$ cat config.mk
export PLATFORM = sky130hd
export DESIGN_NAME = single_wire_pulse_width_sender_flat
export DESIGN_NICKNAME = d
export VERILOG_FILES = /design/src/rtl/swps_pkg.sv /design/src/rtl/swps_if.sv /design/src/rtl/single_wire_pulse_width_sender.sv /design/src/flat_wrapper.sv
export SDC_FILE = /design/constraint.sdc
export NUM_CORES = 1
export LEC_CHECK = 0
export BUFFER_PORTS_ARGS = -buffer_cell sky130_fd_sc_hd__buf_2
export CAP_MARGIN = 20
export CORE_MARGIN = 2
export CORE_UTILIZATION = 40
export CTS_CLUSTER_DIAMETER = 200
export CTS_CLUSTER_SIZE = 10
export DETAILED_ROUTE_END_ITERATION = 7
export PLACE_DENSITY = 0.66
export SYNTH_ARGS = -nofsm -noshare
export SYNTH_HDL_FRONTEND = slang
export SYNTH_SLANG_ARGS = --single-unit
$ cat constraint.sdc
create_clock -name clk_i -period 2.89 [get_ports clk_i]
set_input_delay 0 -clock clk_i [delete_from_list [all_inputs] [get_ports clk_i]]
set_output_delay 0 -clock clk_i [all_outputs]
set_load 0.005 [all_outputs]
$ cat src/rtl/swps_pkg.sv
// ----------------------------------------------------------------------------
// swps_pkg
// Shared constants and helpers for the single-wire pulse-width sender.
// ----------------------------------------------------------------------------
`default_nettype none

package swps_pkg;

  // Longest fields the bus supports
  localparam int unsigned MaxAddressBits = 8;
  localparam int unsigned MaxDataBits    = 8;

  // Width of a clamped length (holds the largest maximum)
  localparam int unsigned LenW = 5;

  // Segment lengths in time units
  localparam logic [4:0] StartLowUnits  = 5'd18;
  localparam logic [4:0] StartHighUnits = 5'd2;
  localparam logic [4:0] LongUnits      = 5'd8;
  localparam logic [4:0] ShortUnits     = 5'd2;
  localparam logic [4:0] AckLowUnits    = 5'd2;
  localparam logic [4:0] AckSampleUnits = 5'd3;
  localparam logic [4:0] AckWaitUnits   = 5'd5;

  // Register reset values
  localparam logic [3:0] AddrLenReset = 4'd5;
  localparam logic [3:0] DataLenReset = 4'd1;

  // Register indexes
  localparam logic RegAddrLen = 1'b0;
  localparam logic RegDataLen = 1'b1;

  // Transfer status codes
  localparam logic [1:0] OutcomeOk       = 2'd0;
  localparam logic [1:0] OutcomeAddrNack = 2'd1;
  localparam logic [1:0] OutcomeDataNack = 2'd2;

  // Length register to effective bit count: zero acts as one, cap at maximum
  function automatic logic [LenW-1:0] clamp_len(input logic [3:0] v,
                                                input logic [LenW-1:0] maxv);
    logic [LenW-1:0] ext;
    ext = {{(LenW-4){1'b0}}, v};
    if (ext == '0) begin
      return {{(LenW-1){1'b0}}, 1'b1};
    end else if (ext > maxv) begin
      return maxv;
    end else begin
      return ext;
    end
  endfunction

endpackage

`default_nettype wire

$ cat src/rtl/swps_if.sv
// ----------------------------------------------------------------------------
// swps_if
// Valid/ready channels of the single-wire pulse-width sender.
// ----------------------------------------------------------------------------
`default_nettype none

// Command/tick channel
interface swps_in_if;
  logic       valid;
  logic       ready;
  logic       command;
  logic       line_level;
  logic [7:0] target_address;
  logic [7:0] payload;

  modport source (output valid, command, line_level, target_address, payload,
                  input ready);
  modport sink   (input valid, command, line_level, target_address, payload,
                  output ready);
endinterface

// Result channel
interface swps_out_if;
  logic       valid;
  logic       ready;
  logic       pull_low;
  logic       busy_res;
  logic       finished;
  logic [1:0] outcome;
  logic       refused;

  modport source (output valid, pull_low, busy_res, finished, outcome, refused,
                  input ready);
  modport sink   (input valid, pull_low, busy_res, finished, outcome, refused,
                  output ready);
endinterface

`default_nettype wire

$ cat src/rtl/single_wire_pulse_width_sender.sv
// ----------------------------------------------------------------------------
// single_wire_pulse_width_sender
// Master side of an open-drain single-wire bus, paced by time-unit ticks.
//
// Each transfer on in_i is either a tick (command 0) or a start command
// (command 1, with target_address and payload). Every input transfer yields
// exactly one result transfer on out_o: pull_low is the drive level for the
// coming unit, busy_res tells whether a frame is running, finished/outcome
// report the end of a frame, refused flags a start that came while busy.
// An input transfer passes the input register and then the result register
// before its result is valid. Throughput is one item per cycle unless out_o
// stalls; the sequencer step is a single pass of counter and phase logic.
// The result register lets the next item be taken while a result waits.
// When out_o stalls, the input register holds one more item, then in_i
// ready drops. Reset clears both stages and returns the line to released.
// The APB port holds address_length (0x0) and data_length (0x4); write them
// only while no frame is running.
// ----------------------------------------------------------------------------
`default_nettype none

module single_wire_pulse_width_sender
  import swps_pkg::*;
(
  input  wire logic        clk_i,
  input  wire logic        rst_ni,
  swps_in_if.sink          in_i,
  swps_out_if.source       out_o,
  input  wire logic        psel,
  input  wire logic        penable,
  input  wire logic        pwrite,
  input  wire logic [2:0]  paddr,
  input  wire logic [31:0] pwdata,
  output logic      [31:0] prdata,
  output logic             pready
);

  // Sequencer phase codes
  localparam logic [3:0] PhIdle       = 4'd0;
  localparam logic [3:0] PhStartLow   = 4'd1;
  localparam logic [3:0] PhStartHigh  = 4'd2;
  localparam logic [3:0] PhAbitLow    = 4'd3;
  localparam logic [3:0] PhAbitHigh   = 4'd4;
  localparam logic [3:0] PhAackLow    = 4'd5;
  localparam logic [3:0] PhAackSample = 4'd6;
  localparam logic [3:0] PhAackWait   = 4'd7;
  localparam logic [3:0] PhDbitLow    = 4'd8;
  localparam logic [3:0] PhDbitHigh   = 4'd9;
  localparam logic [3:0] PhDackLow    = 4'd10;
  localparam logic [3:0] PhDackSample = 4'd11;
  localparam logic [3:0] PhDackWait   = 4'd12;

  localparam logic [LenW-1:0] MaxAddrLen = LenW'(MaxAddressBits);
  localparam logic [LenW-1:0] MaxDataLen = LenW'(MaxDataBits);

  // Configuration registers
  logic [3:0] addr_len_q;
  logic [3:0] data_len_q;
  logic       cfg_wr;

  // Input stage
  logic       in_vld_q;
  logic       in_cmd_q;
  logic       in_lvl_q;
  logic [7:0] in_addr_q;
  logic [7:0] in_data_q;
  logic       advance;

  // Sequencer state
  logic [3:0] phase_q, phase_d;
  logic [4:0] unit_q, unit_d;
  logic [3:0] bit_idx_q, bit_idx_d;
  logic [7:0] addr_sh_q, addr_sh_d;
  logic [7:0] data_sh_q, data_sh_d;
  logic       pulled_q, pulled_d;

  // Result stage
  logic       out_vld_q;
  logic       res_fin_d, res_fin_q;
  logic [1:0] res_outc_d, res_outc_q;
  logic       res_ref_d, res_ref_q;
  logic       res_pull_q;
  logic       res_busy_q;

  // Step helpers
  logic [4:0] seg_len;
  logic [4:0] unit_inc;
  logic       seg_done;
  logic [3:0] nidx;

  // ---------------------------------------------------------------- APB port
  assign pready = 1'b1;
  assign cfg_wr = psel && penable && pwrite;

  always_ff @(posedge clk_i or negedge rst_ni) begin
    if (!rst_ni) begin
      addr_len_q <= AddrLenReset;
      data_len_q <= DataLenReset;
    end else if (cfg_wr) begin
      case (paddr[2])
        RegAddrLen: addr_len_q <= pwdata[3:0];
        RegDataLen: data_len_q <= pwdata[3:0];
        default:    addr_len_q <= addr_len_q;
      endcase
    end
  end

  always_comb begin
    case (paddr[2])
      RegAddrLen: prdata = {28'd0, addr_len_q};
      RegDataLen: prdata = {28'd0, data_len_q};
      default:    prdata = '0;
    endcase
  end

  // ------------------------------------------------------------ handshakes
  assign advance    = in_vld_q && (!out_vld_q || out_o.ready);
  assign in_i.ready = !in_vld_q || advance;

  // Input register
  always_ff @(posedge clk_i or negedge rst_ni) begin
    if (!rst_ni) begin
      in_vld_q <= 1'b0;
    end else if (in_i.ready) begin
      in_vld_q <= in_i.valid;
    end
  end

  always_ff @(posedge clk_i) begin
    if (in_i.valid && in_i.ready) begin
      in_cmd_q  <= in_i.command;
      in_lvl_q  <= in_i.line_level;
      in_addr_q <= in_i.target_address;
      in_data_q <= in_i.payload;
    end
  end

  // ---------------------------------------------------------- segment length
  always_comb begin
    case (phase_q)
      PhStartLow:   seg_len = StartLowUnits;
      PhStartHigh:  seg_len = StartHighUnits;
      PhAbitLow:    seg_len = addr_sh_q[0] ? LongUnits : ShortUnits;
      PhAbitHigh:   seg_len = addr_sh_q[0] ? ShortUnits : LongUnits;
      PhDbitLow:    seg_len = data_sh_q[0] ? LongUnits : ShortUnits;
      PhDbitHigh:   seg_len = data_sh_q[0] ? ShortUnits : LongUnits;
      PhAackLow,
      PhDackLow:    seg_len = AckLowUnits;
      PhAackSample,
      PhDackSample: seg_len = AckSampleUnits;
      PhAackWait,
      PhDackWait:   seg_len = AckWaitUnits;
      default:      seg_len = 5'd1;
    endcase
  end

  assign unit_inc = unit_q + 5'd1;
  assign seg_done = unit_inc >= seg_len;
  assign nidx     = bit_idx_q + 4'd1;

  // ------------------------------------------------------------- sequencer
  always_comb begin
    phase_d    = phase_q;
    unit_d     = unit_q;
    bit_idx_d  = bit_idx_q;
    addr_sh_d  = addr_sh_q;
    data_sh_d  = data_sh_q;
    pulled_d   = pulled_q;
    res_fin_d  = 1'b0;
    res_outc_d = OutcomeOk;
    res_ref_d  = 1'b0;

    if (in_cmd_q) begin
      // Start: refused while a frame runs, else load and pull low
      if (phase_q != PhIdle) begin
        res_ref_d = 1'b1;
      end else begin
        addr_sh_d = in_addr_q;
        data_sh_d = in_data_q;
        bit_idx_d = '0;
        phase_d   = PhStartLow;
        pulled_d  = 1'b1;
        unit_d    = '0;
      end
    end else if (phase_q != PhIdle) begin
      // Tick: count one unit, move on at the end of a segment
      unit_d = unit_inc;
      if (seg_done) begin
        unit_d = '0;
        case (phase_q)
          PhStartLow: begin
            phase_d  = PhStartHigh;
            pulled_d = 1'b0;
          end
          PhStartHigh: begin
            bit_idx_d = '0;
            phase_d   = PhAbitLow;
            pulled_d  = 1'b1;
          end
          PhAbitLow: begin
            phase_d  = PhAbitHigh;
            pulled_d = 1'b0;
          end
          PhAbitHigh: begin
            addr_sh_d = {1'b0, addr_sh_q[7:1]};
            pulled_d  = 1'b1;
            if (({1'b0, nidx} >= clamp_len(addr_len_q, MaxAddrLen)) || nidx == '0) begin
              bit_idx_d = '0;
              phase_d   = PhAackLow;
            end else begin
              bit_idx_d = nidx;
              phase_d   = PhAbitLow;
            end
          end
          PhAackLow: begin
            phase_d  = PhAackSample;
            pulled_d = 1'b0;
          end
          PhAackSample: begin
            pulled_d = 1'b0;
            if (in_lvl_q) begin
              res_fin_d  = 1'b1;
              res_outc_d = OutcomeAddrNack;
              phase_d    = PhIdle;
            end else begin
              phase_d = PhAackWait;
            end
          end
          PhAackWait: begin
            bit_idx_d = '0;
            phase_d   = PhDbitLow;
            pulled_d  = 1'b1;
          end
          PhDbitLow: begin
            phase_d  = PhDbitHigh;
            pulled_d = 1'b0;
          end
          PhDbitHigh: begin
            data_sh_d = {1'b0, data_sh_q[7:1]};
            pulled_d  = 1'b1;
            if (({1'b0, nidx} >= clamp_len(data_len_q, MaxDataLen)) || nidx == '0) begin
              bit_idx_d = '0;
              phase_d   = PhDackLow;
            end else begin
              bit_idx_d = nidx;
              phase_d   = PhDbitLow;
            end
          end
          PhDackLow: begin
            phase_d  = PhDackSample;
            pulled_d = 1'b0;
          end
          PhDackSample: begin
            pulled_d = 1'b0;
            if (in_lvl_q) begin
              res_fin_d  = 1'b1;
              res_outc_d = OutcomeDataNack;
              phase_d    = PhIdle;
            end else begin
              phase_d = PhDackWait;
            end
          end
          PhDackWait: begin
            res_fin_d  = 1'b1;
            res_outc_d = OutcomeOk;
            phase_d    = PhIdle;
            pulled_d   = 1'b0;
          end
          default: begin
            phase_d  = PhIdle;
            pulled_d = 1'b0;
          end
        endcase
      end
    end
  end

  // Sequencer state, updated once per item
  always_ff @(posedge clk_i or negedge rst_ni) begin
    if (!rst_ni) begin
      phase_q   <= PhIdle;
      unit_q    <= '0;
      bit_idx_q <= '0;
      addr_sh_q <= '0;
      data_sh_q <= '0;
      pulled_q  <= 1'b0;
    end else if (advance) begin
      phase_q   <= phase_d;
      unit_q    <= unit_d;
      bit_idx_q <= bit_idx_d;
      addr_sh_q <= addr_sh_d;
      data_sh_q <= data_sh_d;
      pulled_q  <= pulled_d;
    end
  end

  // ---------------------------------------------------------- result stage
  always_ff @(posedge clk_i or negedge rst_ni) begin
    if (!rst_ni) begin
      out_vld_q <= 1'b0;
    end else if (advance) begin
      out_vld_q <= 1'b1;
    end else if (out_o.ready) begin
      out_vld_q <= 1'b0;
    end
  end

  always_ff @(posedge clk_i) begin
    if (advance) begin
      res_pull_q <= pulled_d;
      res_busy_q <= (phase_d != PhIdle);
      res_fin_q  <= res_fin_d;
      res_outc_q <= res_outc_d;
      res_ref_q  <= res_ref_d;
    end
  end

  assign out_o.valid    = out_vld_q;
  assign out_o.pull_low = res_pull_q;
  assign out_o.busy_res = res_busy_q;
  assign out_o.finished = res_fin_q;
  assign out_o.outcome  = res_outc_q;
  assign out_o.refused  = res_ref_q;

endmodule

`default_nettype wire
$ cat src/flat_wrapper.sv
// flat-port wrapper written by rule: the top's interface ports become plain ports
module single_wire_pulse_width_sender_flat import swps_pkg::*;
  (clk_i, rst_ni, psel, penable, pwrite, paddr, pwdata, prdata, pready, in_i_valid, in_i_command, in_i_line_level, in_i_target_address, in_i_payload, in_i_ready, out_o_valid, out_o_pull_low, out_o_busy_res, out_o_finished, out_o_outcome, out_o_refused, out_o_ready);
  swps_in_if in_i_i ();
  swps_out_if out_o_i ();
  input  wire logic clk_i;
  input  wire logic rst_ni;
  input  wire logic psel;
  input  wire logic penable;
  input  wire logic pwrite;
  input  wire logic [2:0] paddr;
  input  wire logic [31:0] pwdata;
  output logic      [31:0] prdata;
  output logic pready;
  input wire logic [$bits(in_i_i.valid)-1:0] in_i_valid;
  input wire logic [$bits(in_i_i.command)-1:0] in_i_command;
  input wire logic [$bits(in_i_i.line_level)-1:0] in_i_line_level;
  input wire logic [$bits(in_i_i.target_address)-1:0] in_i_target_address;
  input wire logic [$bits(in_i_i.payload)-1:0] in_i_payload;
  output wire logic [$bits(in_i_i.ready)-1:0] in_i_ready;
  output wire logic [$bits(out_o_i.valid)-1:0] out_o_valid;
  output wire logic [$bits(out_o_i.pull_low)-1:0] out_o_pull_low;
  output wire logic [$bits(out_o_i.busy_res)-1:0] out_o_busy_res;
  output wire logic [$bits(out_o_i.finished)-1:0] out_o_finished;
  output wire logic [$bits(out_o_i.outcome)-1:0] out_o_outcome;
  output wire logic [$bits(out_o_i.refused)-1:0] out_o_refused;
  input wire logic [$bits(out_o_i.ready)-1:0] out_o_ready;
  assign in_i_i.valid = in_i_valid;
  assign in_i_i.command = in_i_command;
  assign in_i_i.line_level = in_i_line_level;
  assign in_i_i.target_address = in_i_target_address;
  assign in_i_i.payload = in_i_payload;
  assign in_i_ready = in_i_i.ready;
  assign out_o_valid = out_o_i.valid;
  assign out_o_pull_low = out_o_i.pull_low;
  assign out_o_busy_res = out_o_i.busy_res;
  assign out_o_finished = out_o_i.finished;
  assign out_o_outcome = out_o_i.outcome;
  assign out_o_refused = out_o_i.refused;
  assign out_o_i.ready = out_o_ready;
  single_wire_pulse_width_sender u_core (.clk_i(clk_i), .rst_ni(rst_ni), .in_i(in_i_i), .out_o(out_o_i), .psel(psel), .penable(penable), .pwrite(pwrite), .paddr(paddr), .pwdata(pwdata), .prdata(prdata), .pready(pready));
endmodule
==> summary.md <==
| Metric | Value |
|---|---|
| Status | finished clean |
| Leak Pwr | 1.974 nW |
| Share of cells above drive strength 1 | 31.59% |
| Syn Area/Cell | 11.04 sq um |
| Die area | 10,230 sq um |
| Synth Register Bits | 64 |
| Initial antenna violation count | 0 |
| GPL Wtd Cong | 0.9219 |
| Starting Density | 41.06% |
| Syn-to-layout area delta | 19.28% |
| Grt total ovfl | 0 |
| Rel. slew slack | 37.07% |
| Largest net degree at the start of global routing | 41 |
| Detailed placement HPWL | 5065 um |
| Post-synthesis mux area share | 12.46% |
| Post-synth cell types | 63 |
| Sw frac | 38.41% |
| ANT nets after route | 0 |
| Critical-path top delay cell | dfrtp_1 |
| Slowest stage delay, CP | 430 ps |
| VDD IR max | 0.3917 mV |
| H-tree depth | 3 |
| Clk_lat worst skew | 340 ps |
| Netlist Area Pre-Place | 3776 sq um |
| Die Wd | 101.2 um |
| Post-synth EDFFs | 24 |
| Seq pwr share | 34.1% |
| Die Span Y | 101.2 um |
| Power Dens Cells | 885.1 nW/um^2 |
| Combinational power share | 46.5% |
| DP Area | 4030 sq um |
| Critical Path Most Common Cell | a31oi_1 |
| Vias | 2,724 |
| Kind of critical path | register to register |
| Worst-Margin Slew | 943.9 ps |
| Wire length per cell | 13.89 um |
| Cell family with most CP delay | compound AO/OA/AOI/OAI gates |
| Drt total wl | 7387 um |
| NumNets Final | 492 |
| IO buf count | 41 |
| CTS Buffer Depth | 2 |
| Final core occ | 48.98% |
| Crit share post-route | 95.91% |
| Final Max Slew Viols | 0 |
| Total negative slack | 0 ps |
| DRC Markers | 0 |
| Commonest cells after routing, fill and taps aside | buf_2 (41), dfrtp_1 (36), mux2_2 (32) |
| Most common cell after layout, fill and taps aside | buf_2 |
| Worst hold path class | input port to register |
| Yosys warning count | 0 |
| Number of DRC markers in iteration 0 | 151 |
| Post-synth ARST share | 62.50% |
| Mapped Cells | 342 |
| Unrepaired setup endpoints after global routing | no |
| Synth Area in Simple Gates | 13.39% |
| Core Area | 9196 sq um |
| CTS root buf | clkbuf_8 |
| Final instance area | 4504 sq um |
| Area share of fa/ha/maj cells after synthesis | 5.302% |
| CTS sink cnt | 64 |
| Largest family of logic cells by synthesized area | simple AND/OR/NAND/NOR gates |
| Fmax | 360.8 MHz |
| Ys flop type | dfrtp_1 |
| Io pins | 101 |
| Fin crit period | 2772 ps |
| Largest fanout on the critical path | 14 |
| Internal power | 2.456 mW |
| P_sw | 1.531 mW |
| CTS buffer count | 9 |
| Final hold violations | 0 |
| CTS tree | done |
| Row Count | 35 |
| Cell chain of the critical path | buf_4, a221o_1, a21oi_1, ha_1, a21o_1, a31oi_1, o21ai_2, a31oi_1, nor3_4, buf_12, mux2_4 |
| Max-Cap Viols | 0 |
| Drt pass-1 iters | 4 |
| Sequential share of the synthesized area | 45.69% |
| Gr usage total | 15.07% |
| Worst Clk Skew | 11.34 ps |
| Setup violators final | 0 |
| XOR/XNOR share of the synthesized area | 1.392% |
| Clock transition at path regs | 80 ps |
| First-pass GRT wire length | 12,130 um |
| Setup crit start kind | register |
| Synth Area in Compound Gates | 13.22% |
| Clk pwr share | 19.4% |
| Vias in the first global route | 2,558 |
| Crit end category | register |
| N_diodes | 0 |
| Worst path bufs/invs | 2 |
| Arrival time worst endpoint | 3000 ps |
| Critical path required time | 3120 ps |
| Vias/cell | 5.120 |
[cell usage after synthesis, types with 3 or more instances]
library cell	n	area share, %
dfrtp_1	37	25
a22o_1	4	0.93
nor3_1	8	1.1
nor2_1	18	1.8
dfstp_2	3	2.1
buf_2	3	0.40
nand2_1	28	2.8
xnor2_1	3	0.70
edfxtp_1	24	19
mux2_4	6	2.4
inv_1	9	0.89
a21o_1	3	0.60
nand3_1	8	1.1
a31oi_1	6	0.99
clkbuf_1	7	0.70
mux2_2	32	9.5
xor2_1	3	0.70
ha_1	16	5.3
a21oi_1	13	1.7
buf_4	30	6.0
nand2b_1	11	1.8
o21ai_0	14	1.9
nor2b_1	4	0.66
[final timing paths]
check | start | endpoint | slack, ps | cells past startpoint
setup / recovery | u_core.phase_q[0] | u_core.data_sh_q[3] | 120 | 11
hold / removal | pwrite | u_core.data_len_q[3] | 160 | 3
setup reg to reg | u_core.phase_q[0] | u_core.data_sh_q[3] | 120 | 11
hold reg to reg | u_core.in_data_q[7] | u_core.data_sh_q[7] | 490 | 2
max in group asynchronous | rst_ni | u_core.phase_q[3] | 1910 | 2
min in group asynchronous | rst_ni | u_core.phase_q[1] | 340 | 2
[state kept, by name (all words and copies together), names as in the netlist]
| register | flops |
|---|---|
| u_core.addr_sh_q | 8 |
| u_core.data_sh_q | 8 |
| u_core.in_addr_q | 8 |
| u_core.in_data_q | 8 |
| u_core.unit_q | 5 |
| u_core.addr_len_q | 4 |
| u_core.bit_idx_q | 4 |
| u_core.data_len_q | 4 |
| u_core.phase_q | 4 |
| u_core.out_o.outcome | 2 |
| u_core.in_cmd_q | 1 |
| u_core.in_lvl_q | 1 |
| u_core.in_vld_q | 1 |
| u_core.out_o.busy_res | 1 |
| u_core.out_o.finished | 1 |
| u_core.out_o.pull_low | 1 |
| u_core.out_o.refused | 1 |
| u_core.out_o.valid | 1 |
| u_core.pulled_q | 1 |
[timing repair]
| item | 4_1_cts | 5_1_grt |
|---|---|---|
| buffers inserted | 0 | 1 |
| endpoints found under the setup margin | 0 | 11 |
| hold buffers | 25 | 0 |
| hold endpoints to repair | 65 | 0 |
| resized for setup | 0 | 3 |
[worst min-delay path: cells and delay by family]
kind | cells | cell delay [ps]
AND/OR/NAND/NOR | 1 | 180
multiplexers | 1 | 180
buffers and inverters | 1 | 100
[power by group through the flow]
stage / logic (mW) / clock network (mW) / registers [mW]
after floorplan: 1.39 / 0 / 1.31
after global placement: 1.75 / 0 / 1.37
after detailed placement: 1.78 / 0 / 1.38
after CTS: 1.83 / 0.789 / 1.36
after global routing: 2.07 / 0.826 / 1.40
final: 1.85 / 0.772 / 1.36
[final cells by class]
cell class              count  area, sq um
repair buffers             78        558.0
inverters                  11        41.29
well taps                 111        138.9
flip-flops and latches     64         1727
clock buffers               9        123.9
multi-input cells         252         1844
fillers                   812         4692
clock inverters             7        71.32
[cell families after synthesis]
group	after synthesis
buffers and inverters	53
AO/OA/AOI/OAI	66
other	2
multiplexers	40
AND/OR/NAND/NOR	95
adder cells (fa/ha/maj)	16
flip-flops	64
XOR/XNOR	6
[layer usage]
metal | vias up | part of all wire, % | global-route usage, %
met1 | 1310 | 46 | 20.46
met2 | 77 | 48 | 23.84
met5 | - | 0 | 0
met3 | 10 | 4.2 | 2.899
met4 | 0 | 1.6 | 6.133
li1 | 1327 | - | -
[stage by stage]
step | power, mW | hold slack (ps) | instances | setup slack (ps)
floorplan | 2.697 | -295.6 | 369 | 131.2
CTS | 3.981 | 162.0 | 531 | 28.63
global placement | 3.118 | 176.6 | 490 | 148.1
finish | 3.987 | 160.7 | 532 | 118.3
global route | 4.292 | 194.7 | 532 | 11.26
detailed placement | 3.160 | 178.1 | 490 | 107.8
Power figures use the tool's default switching activity.
